<file path="src/rtl/core/sha256_byte_stream_hasher_top_assert.svh">
// Assertion macros shared by the hasher RTL.
// Every use samples on i_clk and is disabled while i_rst_n is low.
`ifndef SHA256_BYTE_STREAM_HASHER_TOP_ASSERT_SVH
`define SHA256_BYTE_STREAM_HASHER_TOP_ASSERT_SVH

// Same-cycle implication.
`define SHA_ASSERT_NOW(lbl, ante, cons, msg) \
    lbl: assert property (@(posedge i_clk) disable iff (!i_rst_n) (ante) |-> (cons)) \
        else $error(msg);

// Next-cycle implication.
`define SHA_ASSERT_NEXT(lbl, ante, cons, msg) \
    lbl: assert property (@(posedge i_clk) disable iff (!i_rst_n) (ante) |=> (cons)) \
        else $error(msg);

`endif

</file>
<file path="src/rtl/core/sha256bsh_pkg.sv">
`default_nettype none

package sha256bsh_pkg;

    // One input word: a message byte with its flags
    typedef struct packed {
        logic [7:0] data_byte;
        logic       byte_valid;
        logic       last_byte;
    } t_item;

    // One result word: the 256-bit digest, big-endian
    typedef struct packed {
        logic [63:0] digest_word0;
        logic [63:0] digest_word1;
        logic [63:0] digest_word2;
        logic [63:0] digest_word3;
    } t_digest;

    // Eight 32-bit words, index 0 is a / H0
    typedef logic [7:0][31:0] t_word8;

    // Sequencer to compression engine
    typedef struct packed {
        logic       shift;    // shift din into the block register
        logic [7:0] din;
        logic       start;    // begin 64 rounds on the block register
        logic       restart;  // chain back to initial hash values
    } t_eng_ctrl;

    // Compression engine to sequencer
    typedef struct packed {
        logic       busy;
        logic [5:0] round;
    } t_eng_stat;

    localparam int unsigned BLOCK_BYTES = 64;
    localparam int unsigned LENGTH_POS  = 56;
    localparam logic [7:0]  PAD_BYTE    = 8'h80;
    localparam logic [5:0]  FILL_LAST   = 6'(BLOCK_BYTES - 1);
    localparam logic [5:0]  LAST_ROUND  = 6'(63);

    // Initial hash values, element 0 is H0
    localparam t_word8 H_INIT = {
        32'h5BE0CD19, 32'h1F83D9AB, 32'h9B05688C, 32'h510E527F,
        32'hA54FF53A, 32'h3C6EF372, 32'hBB67AE85, 32'h6A09E667
    };

    // Round constants
    localparam logic [31:0] K_ROUND [64] = '{
        32'h428A2F98, 32'h71374491, 32'hB5C0FBCF, 32'hE9B5DBA5,
        32'h3956C25B, 32'h59F111F1, 32'h923F82A4, 32'hAB1C5ED5,
        32'hD807AA98, 32'h12835B01, 32'h243185BE, 32'h550C7DC3,
        32'h72BE5D74, 32'h80DEB1FE, 32'h9BDC06A7, 32'hC19BF174,
        32'hE49B69C1, 32'hEFBE4786, 32'h0FC19DC6, 32'h240CA1CC,
        32'h2DE92C6F, 32'h4A7484AA, 32'h5CB0A9DC, 32'h76F988DA,
        32'h983E5152, 32'hA831C66D, 32'hB00327C8, 32'hBF597FC7,
        32'hC6E00BF3, 32'hD5A79147, 32'h06CA6351, 32'h14292967,
        32'h27B70A85, 32'h2E1B2138, 32'h4D2C6DFC, 32'h53380D13,
        32'h650A7354, 32'h766A0ABB, 32'h81C2C92E, 32'h92722C85,
        32'hA2BFE8A1, 32'hA81A664B, 32'hC24B8B70, 32'hC76C51A3,
        32'hD192E819, 32'hD6990624, 32'hF40E3585, 32'h106AA070,
        32'h19A4C116, 32'h1E376C08, 32'h2748774C, 32'h34B0BCB5,
        32'h391C0CB3, 32'h4ED8AA4A, 32'h5B9CCA4F, 32'h682E6FF3,
        32'h748F82EE, 32'h78A5636F, 32'h84C87814, 32'h8CC70208,
        32'h90BEFFFA, 32'hA4506CEB, 32'hBEF9A3F7, 32'hC67178F2
    };

endpackage

`default_nettype wire

</file>
<file path="src/rtl/core/sha256bsh_engine.sv">
`default_nettype none
`include "sha256_byte_stream_hasher_top_assert.svh"

module sha256bsh_engine
    import sha256bsh_pkg::*;
(
    input  wire logic      i_clk,
    input  wire logic      i_rst_n,
    input  wire t_eng_ctrl i_ctrl,
    output t_eng_stat      o_stat,
    output t_word8         o_chain
);

    typedef enum logic [1:0] {
        E_IDLE,
        E_ROUND,
        E_FINAL
    } t_estate;

    t_estate      r_state;
    logic [5:0]   r_rnd;
    t_word8       r_chain;
    t_word8       r_v;
    // block register, doubles as the rolling schedule; word t sits at the top
    logic [511:0] r_blk;

    t_word8       n_v;
    logic [31:0]  w_t;
    logic [31:0]  w_new;

    function automatic logic [31:0] rotr(input logic [31:0] v, input int unsigned n);
        return (v >> n) | (v << (32 - n));
    endfunction

    // schedule taps: w[t], w[t+1], w[t+9], w[t+14]
    always_comb begin
        logic [31:0] w1;
        logic [31:0] w9;
        logic [31:0] w14;
        logic [31:0] s0;
        logic [31:0] s1;
        w_t   = r_blk[511:480];
        w1    = r_blk[479:448];
        w9    = r_blk[223:192];
        w14   = r_blk[63:32];
        s0    = rotr(w1, 7) ^ rotr(w1, 18) ^ (w1 >> 3);
        s1    = rotr(w14, 17) ^ rotr(w14, 19) ^ (w14 >> 10);
        w_new = w_t + s0 + w9 + s1;
    end

    // one compression round
    always_comb begin
        logic [31:0] t1;
        logic [31:0] t2;
        logic [31:0] big_s0;
        logic [31:0] big_s1;
        logic [31:0] ch;
        logic [31:0] maj;
        big_s1 = rotr(r_v[4], 6) ^ rotr(r_v[4], 11) ^ rotr(r_v[4], 25);
        ch     = (r_v[4] & r_v[5]) ^ (~r_v[4] & r_v[6]);
        big_s0 = rotr(r_v[0], 2) ^ rotr(r_v[0], 13) ^ rotr(r_v[0], 22);
        maj    = (r_v[0] & r_v[1]) ^ (r_v[0] & r_v[2]) ^ (r_v[1] & r_v[2]);
        t1     = r_v[7] + big_s1 + ch + K_ROUND[r_rnd] + w_t;
        t2     = big_s0 + maj;
        n_v[7] = r_v[6];
        n_v[6] = r_v[5];
        n_v[5] = r_v[4];
        n_v[4] = r_v[3] + t1;
        n_v[3] = r_v[2];
        n_v[2] = r_v[1];
        n_v[1] = r_v[0];
        n_v[0] = t1 + t2;
    end

    // sequencer: idle (byte loading), 64 rounds, chain update
    always_ff @(posedge i_clk) begin
        if (!i_rst_n) begin
            r_state <= E_IDLE;
            r_rnd   <= '0;
            r_chain <= H_INIT;
        end else begin
            case (r_state)
                E_IDLE: begin
                    if (i_ctrl.shift) begin
                        r_blk <= {r_blk[503:0], i_ctrl.din};
                    end
                    if (i_ctrl.restart) begin
                        r_chain <= H_INIT;
                    end
                    if (i_ctrl.start) begin
                        r_v     <= r_chain;
                        r_rnd   <= '0;
                        r_state <= E_ROUND;
                    end
                end
                E_ROUND: begin
                    r_v   <= n_v;
                    r_blk <= {r_blk[479:0], w_new};
                    r_rnd <= r_rnd + 6'd1;
                    if (r_rnd == LAST_ROUND) begin
                        r_state <= E_FINAL;
                    end
                end
                E_FINAL: begin
                    for (int i = 0; i < 8; i++) begin
                        r_chain[i] <= r_chain[i] + r_v[i];
                    end
                    r_state <= E_IDLE;
                end
                default: begin
                    r_state <= E_IDLE;
                end
            endcase
        end
    end

    assign o_stat.busy  = (r_state != E_IDLE);
    assign o_stat.round = r_rnd;
    assign o_chain      = r_chain;

    `SHA_ASSERT_NOW(a_shift_only_idle, i_ctrl.shift, r_state == E_IDLE, "byte shifted while hashing")
    `SHA_ASSERT_NEXT(a_start_round0, i_ctrl.start && r_state == E_IDLE, r_state == E_ROUND && r_rnd == '0, "start did not enter round 0")
    `SHA_ASSERT_NEXT(a_final_after_last, r_state == E_ROUND && r_rnd == LAST_ROUND, r_state == E_FINAL, "missed chain update after last round")

endmodule

`default_nettype wire

</file>
<file path="src/rtl/core/sha256_byte_stream_hasher_top.sv">
`default_nettype none
`include "sha256_byte_stream_hasher_top_assert.svh"

// SHA-256 hasher taking one message byte per input word (last_byte ends the message,
// byte_valid low on a last word pads without adding a byte; byte_valid low otherwise
// is ignored) and returning the 256-bit digest as one output word of four big-endian
// 64-bit words. A byte is taken while ready is high, and ready stays high for the next one,
// except on every 64th byte, which holds ready low while the single shared round unit
// runs 64 rounds, one per cycle, and adds into the chaining words. On a last word the
// padding is shifted into the block register one byte per cycle (64 minus the fill, plus
// 64 more when a second block is needed), and each padded block is then hashed the same
// way, and no new byte is taken until the finished digest sits in the output register;
// a later digest waits only if that register has not been taken.

module sha256_byte_stream_hasher_top
    import sha256bsh_pkg::*;
(
    input  wire logic  i_clk,
    input  wire logic  i_rst_n,
    input  wire logic  i_valid,
    output logic       o_ready,
    input  wire t_item i_item,
    output logic       o_valid,
    input  wire logic  i_ready,
    output t_digest    o_digest
);

    typedef enum logic [1:0] {
        S_IDLE,
        S_PAD,
        S_HASH
    } t_state;

    t_state      r_state;
    logic [5:0]  r_fill;
    logic [63:0] r_msg;
    logic        r_last;     // padding follows the running compression
    logic        r_final;    // running compression holds the length field
    logic        r_mark;     // 0x80 already placed
    logic        r_lenblk;   // current pad block carries the length
    logic        r_out_valid;
    t_digest     r_out;

    t_eng_ctrl   w_ctrl;
    t_eng_stat   w_stat;
    t_word8      w_chain;

    logic        w_accept;
    logic        w_lenblk;
    logic        w_out_free;
    logic        w_deliver;
    logic [63:0] w_bits;
    logic [7:0]  w_len_byte;
    logic [7:0]  w_pad_byte;

    sha256bsh_engine u_engine (
        .i_clk   (i_clk),
        .i_rst_n (i_rst_n),
        .i_ctrl  (w_ctrl),
        .o_stat  (w_stat),
        .o_chain (w_chain)
    );

    assign o_ready  = (r_state == S_IDLE);
    assign w_accept = i_valid && o_ready;

    // padding byte for the current block position
    assign w_bits     = {r_msg[60:0], 3'b000};
    assign w_len_byte = w_bits[{3'(~r_fill[2:0]), 3'b000} +: 8];
    assign w_lenblk   = r_mark ? r_lenblk : (r_fill < 6'(LENGTH_POS));
    always_comb begin
        if (!r_mark) begin
            w_pad_byte = PAD_BYTE;
        end else if (w_lenblk && r_fill >= 6'(LENGTH_POS)) begin
            w_pad_byte = w_len_byte;
        end else begin
            w_pad_byte = '0;
        end
    end

    // digest hand-off
    assign w_out_free = !r_out_valid || i_ready;
    assign w_deliver  = (r_state == S_HASH) && !w_stat.busy && r_final && w_out_free;

    // engine control
    always_comb begin
        w_ctrl.shift   = (w_accept && i_item.byte_valid) || (r_state == S_PAD);
        w_ctrl.din     = (r_state == S_PAD) ? w_pad_byte : i_item.data_byte;
        w_ctrl.start   = ((w_accept && i_item.byte_valid) || (r_state == S_PAD))
                         && (r_fill == FILL_LAST);
        w_ctrl.restart = w_deliver;
    end

    // message sequencer
    always_ff @(posedge i_clk) begin
        if (!i_rst_n) begin
            r_state     <= S_IDLE;
            r_fill      <= '0;
            r_msg       <= '0;
            r_last      <= 1'b0;
            r_final     <= 1'b0;
            r_mark      <= 1'b0;
            r_lenblk    <= 1'b0;
            r_out_valid <= 1'b0;
        end else begin
            // output register: load on delivery, clear once taken
            if (w_deliver) begin
                r_out_valid <= 1'b1;
            end else if (r_out_valid && i_ready) begin
                r_out_valid <= 1'b0;
            end
            case (r_state)
                S_IDLE: begin
                    if (w_accept) begin
                        if (i_item.byte_valid) begin
                            r_fill <= r_fill + 6'd1;
                            r_msg  <= r_msg + 64'd1;
                        end
                        r_last  <= i_item.last_byte;
                        r_mark  <= 1'b0;
                        r_final <= 1'b0;
                        if (w_ctrl.start) begin
                            r_state <= S_HASH;
                        end else if (i_item.last_byte) begin
                            r_state <= S_PAD;
                        end
                    end
                end
                S_PAD: begin
                    r_fill   <= r_fill + 6'd1;
                    r_mark   <= 1'b1;
                    r_lenblk <= w_lenblk;
                    if (r_fill == FILL_LAST) begin
                        r_final <= w_lenblk;
                        r_state <= S_HASH;
                    end
                end
                S_HASH: begin
                    if (!w_stat.busy) begin
                        if (r_final) begin
                            if (w_out_free) begin
                                r_out.digest_word0 <= {w_chain[0], w_chain[1]};
                                r_out.digest_word1 <= {w_chain[2], w_chain[3]};
                                r_out.digest_word2 <= {w_chain[4], w_chain[5]};
                                r_out.digest_word3 <= {w_chain[6], w_chain[7]};
                                r_fill      <= '0;
                                r_msg       <= '0;
                                r_final     <= 1'b0;
                                r_last      <= 1'b0;
                                r_state     <= S_IDLE;
                            end
                        end else if (r_last) begin
                            // a second pad block always carries the length
                            r_lenblk <= 1'b1;
                            r_state  <= S_PAD;
                        end else begin
                            r_state <= S_IDLE;
                        end
                    end
                end
                default: begin
                    r_state <= S_IDLE;
                end
            endcase
        end
    end

    assign o_valid  = r_out_valid;
    assign o_digest = r_out;

    `SHA_ASSERT_NOW(a_ready_engine_idle, o_ready, !w_stat.busy, "ready while engine busy")
    `SHA_ASSERT_NOW(a_start_on_full, w_ctrl.start, r_fill == FILL_LAST, "compression started on partial block")
    `SHA_ASSERT_NEXT(a_deliver_valid, w_deliver, o_valid && r_state == S_IDLE, "digest not presented")

endmodule

`default_nettype wire

</file>
<file path="config.mk">
export PLATFORM = sky130hd
export DESIGN_NAME = sha256_byte_stream_hasher_top
export DESIGN_NICKNAME = d
export VERILOG_FILES = /design/src/rtl/core/sha256bsh_pkg.sv /design/src/rtl/core/sha256bsh_engine.sv /design/src/rtl/core/sha256_byte_stream_hasher_top.sv
export VERILOG_INCLUDE_DIRS = /design/src /design/src/rtl/core
export SDC_FILE = /design/constraint.sdc
export NUM_CORES = 2
export LEC_CHECK = 0
export BUFFER_PORTS_ARGS = -buffer_cell sky130_fd_sc_hd__buf_2
export CORE_MARGIN = 2
export CORE_UTILIZATION = 68
export CTS_CLUSTER_DIAMETER = 200
export CTS_CLUSTER_SIZE = 30
export DETAILED_ROUTE_END_ITERATION = 8
export GPL_TIMING_DRIVEN = 0
export PLACE_DENSITY = 0.86
export SYNTH_ARGS = -nofsm -noshare
export SYNTH_HDL_FRONTEND = slang
export SYNTH_SLANG_ARGS = --single-unit
</file>
<file path="constraint.sdc">
create_clock -name i_clk -period 72.2 [get_ports i_clk]
set_clock_uncertainty 0.2 [all_clocks]
set_input_delay 14.44 -clock i_clk [delete_from_list [all_inputs] [get_ports i_clk]]
set_output_delay 14.44 -clock i_clk [all_outputs]
set_load 0.03 [all_outputs]
</file>
==> flow_metrics.py <==
metrics = {
    "min_path": {
        "hold_path.class": "flop to flop",
    },
    "yosys": {
        "ys_seq_area_share_pct": 46.8,
        "synthTopCellsByArea": "edfxtp_1, nand2_1, dfxtp_1, ha_1, fa_1",
        "synthFlopType": "edfxtp_1",
        "yosysUniqueCellTypes": 96,
        "synth_top_area_share_pct": 38.4,
        "synth.most_common_cell": "nand2_1",
        "syn_nets": 9023,
        "synthArstFlopShare_pct": 0,
        "syn_inst": 8414,
        "synth_edf_count": 1024,
        "synth_top_cell_by_area": "edfxtp_1",
        "ys_seq_elements": 1362,
        "netlist_area_um2": 80200,
        "yosys_warnings": 0,
        "synth_commonest_cells": "nand2_1, edfxtp_1, a21oi_1, clkbuf_1, xnor2_1",
        "syn_avg_cell_area_um2": 9.53,
    },
    "floorplanning": {
        "pin_count": 272,
        "coreArea_um2": 117000,
        "rows": 125,
        "die_w_um": 347,
        "die-area_um2": 121000,
        "start_util_pct": 68.8,
        "die-height_um": 347,
    },
    "clocking": {
        "cts_sinks": 1362,
        "htree_levels": 2,
        "hold_buffers": 0,
        "cts_root_buf": "clkbuf_16",
        "numCtsBuffers": 51,
        "cts_setup_buffers": 0,
        "cts_tree": "yes",
        "postCtsResizedCells": 0,
        "insertion_delay_ns": 0.77,
        "path_clk_slew_ns": 0.13,
        "cts_buffer_depth": 3,
    },
    "setup_path": {
        "crit_fanout": 64,
        "crit_arrival_ns": 19.61,
        "start_kind": "input port",
        "crit_required_ns": 72.41,
        "setup.worst_path.class": "input port to flop",
        "critPathCaptureType": "flop",
    },
    "grt": {
        "grt_pass1_vias": 64400,
        "grt_antenna_before_repair": 6,
        "grt_start_max_net_pins": 83,
        "grt_overflow": 0,
        "grt_pass1_wl_um": 403000,
        "grt_usage_pct": 44.9,
    },
    "place": {
        "gp_congestion": 1.04,
        "place_area_um2": 84100,
        "portBuffers": 271,
        "dpl.hpwl_um": 213000,
    },
    "timing": {
        "rsz0062_at_grt": "no",
        "worst_slew_pin_slew_ns": 1.61,
        "hold_violations": 0,
        "max_freq_mhz": 51.5,
        "relSlewSlack_pct": -7.27,
        "finalSetupTns_ns": 0,
        "fin_crit_ns": 19.40,
        "drv_slew": 35,
        "hold_ws_ns": 0.273,
        "finalCritPeriodShare_pct": 26.9,
        "setup_viol": 0,
    },
    "power_and_ir_drop": {
        "p_comb_share_pct": 33.7,
        "power.switching_mw": 0.694,
        "power_density_nw_per_um2": 23.2,
        "p_sw_share_pct": 34.9,
        "ir_drop_mv": 0.0295,
        "intPower_mw": 1.29,
        "power.total_mw": 1.99,
        "clockPowerShare_pct": 19.5,
        "p_leak_nw": 34.5,
        "pwr-share-seq_pct": 46.9,
    },
    "final_layout": {
        "multi_input_area_um2": 39900,
        "layout-drive-gt1-share_pct": 4.96,
        "syn_to_final_growth_pct": 6.74,
        "seqCellArea_um2": 37500,
        "fillers": 8333,
        "design_area_um2": 85600,
        "nNetsFinal": 9373,
    },
    "run_status": {
        "violations": "max-capacitance violations, max-slew violations",
        "outcome": "finished with violations",
    },
    "detailed_routing": {
        "drt_iter0_drc": 10400,
        "drc": 0,
        "dr_total_vias": 68200,
        "drt_pass1_iterations": 9,
        "viasPerCell": 6.60,
        "route.antenna.remaining_nets": 0,
        "drt-wirelength-per-cell_um": 26.7,
        "wirelength_um": 275000,
    },
    "run": {
        "drv_cap": 3,
    },
}
==> placed cells by master, fill, tap and decap left out, types with 65 or more instances in the layout <==
cell type and instances:
nor3_1 65, fa_1 195, o22ai_1 94, xnor2_1 404, o21ai_0 379, clkbuf_1 441
nor2_1 315, dfxtp_1 338, nor2b_1 130, a21oi_1 412, edfxtp_1 1024, nand2_1 2470
buf_2 277, o21a_1 67, nand2b_1 79, inv_1 283, a21o_1 172, ha_1 400
xor2_1 216, a22oi_1 75, nand3_1 97
==> worst max-delay path, cell delays in order <==
cell and delay [ns]:
buf_2 0.15, clkbuf_1 1.13, clkbuf_2 0.88, clkbuf_1 1.03, and2_4 0.76, buf_16 0.35
buf_16 0.34, buf_16 0.34
==> power groups by stage <==
stage                     combinational [mW]  sequential, mW  clock (mW)
after CTS                              0.651           0.928       0.381
after global routing                   0.723           0.933       0.404
after detailed placement               0.646           0.945           0
after global placement                 0.622            1.01           0
after floorplan                        0.465           0.979           0
final                                  0.670           0.931       0.387
==> worst paths after layout <==
kind	startpoint	endpoint	slack [ns]	cells past startpoint
max	i_rst_n	u_engine.r_v[109]	52.80	8
min	u_engine.o_chain[0]	o_digest[224]	0.27	0
max reg2reg	u_engine.r_rnd[0]	u_engine.n_v[62]	59.84	30
min reg2reg	u_engine.o_chain[0]	o_digest[224]	0.27	0
==> registers in the layout, indices dropped and copies added (netlist names), 2 cells and up <==
name / flops
u_engine.r_blk: 512
r_state: 2
u_engine.r_state: 2
u_engine.o_chain: 256
r_fill: 6
r_msg: 61
o_digest: 256
u_engine.n_v: 192
u_engine.r_rnd: 6
u_engine.r_v: 64
==> through the flow <==
step                      cells  worst slack [ns]  utilization, %
after floorplan            8414             31.08               -
after global placement    10200             21.77            71.6
after detailed placement  10200             52.32            72.2
after CTS                 10300             53.10            73.4
after global routing      10300             52.93            73.4
final                     10300             52.80            73.5
==> layout make-up <==
type,count,area share [%]
Sequential cell,1362,43.8
Buffer,458,2.03
Timing Repair Buffer,297,2.29
Clock buffer,90,1.66
Tap cell,1524,2.23
Multi-Input combinational cell,6305,46.6
Clock inverter,4,0.0848
Antenna cell,4,0.0117
Inverter,289,1.27
==> per-layer routing <==
layer | share of wire (%) | vias up | global-route usage [%]
met5 | 0.021 | - | 0
met4 | 7.3 | 6 | 26.7
met3 | 14 | 1040 | 11.0
met2 | 44 | 5087 | 68.7
met1 | 35 | 32400 | 58.4
li1 | - | 29700 | -
==> cells by family after synthesis <==
| logic type | share of synthesized area, % |
|---|---|
| adders and majority gates | 11.4 |
| muxes | 1.19 |
| DFF | 46.8 |
| AOI/OAI and AO/OA | 12.8 |
| xor gates and xnor gates | 6.80 |
| and+or+nand+nor | 17.5 |
| buffers and inverters | 3.51 |
(Power assumes the default switching activity.)
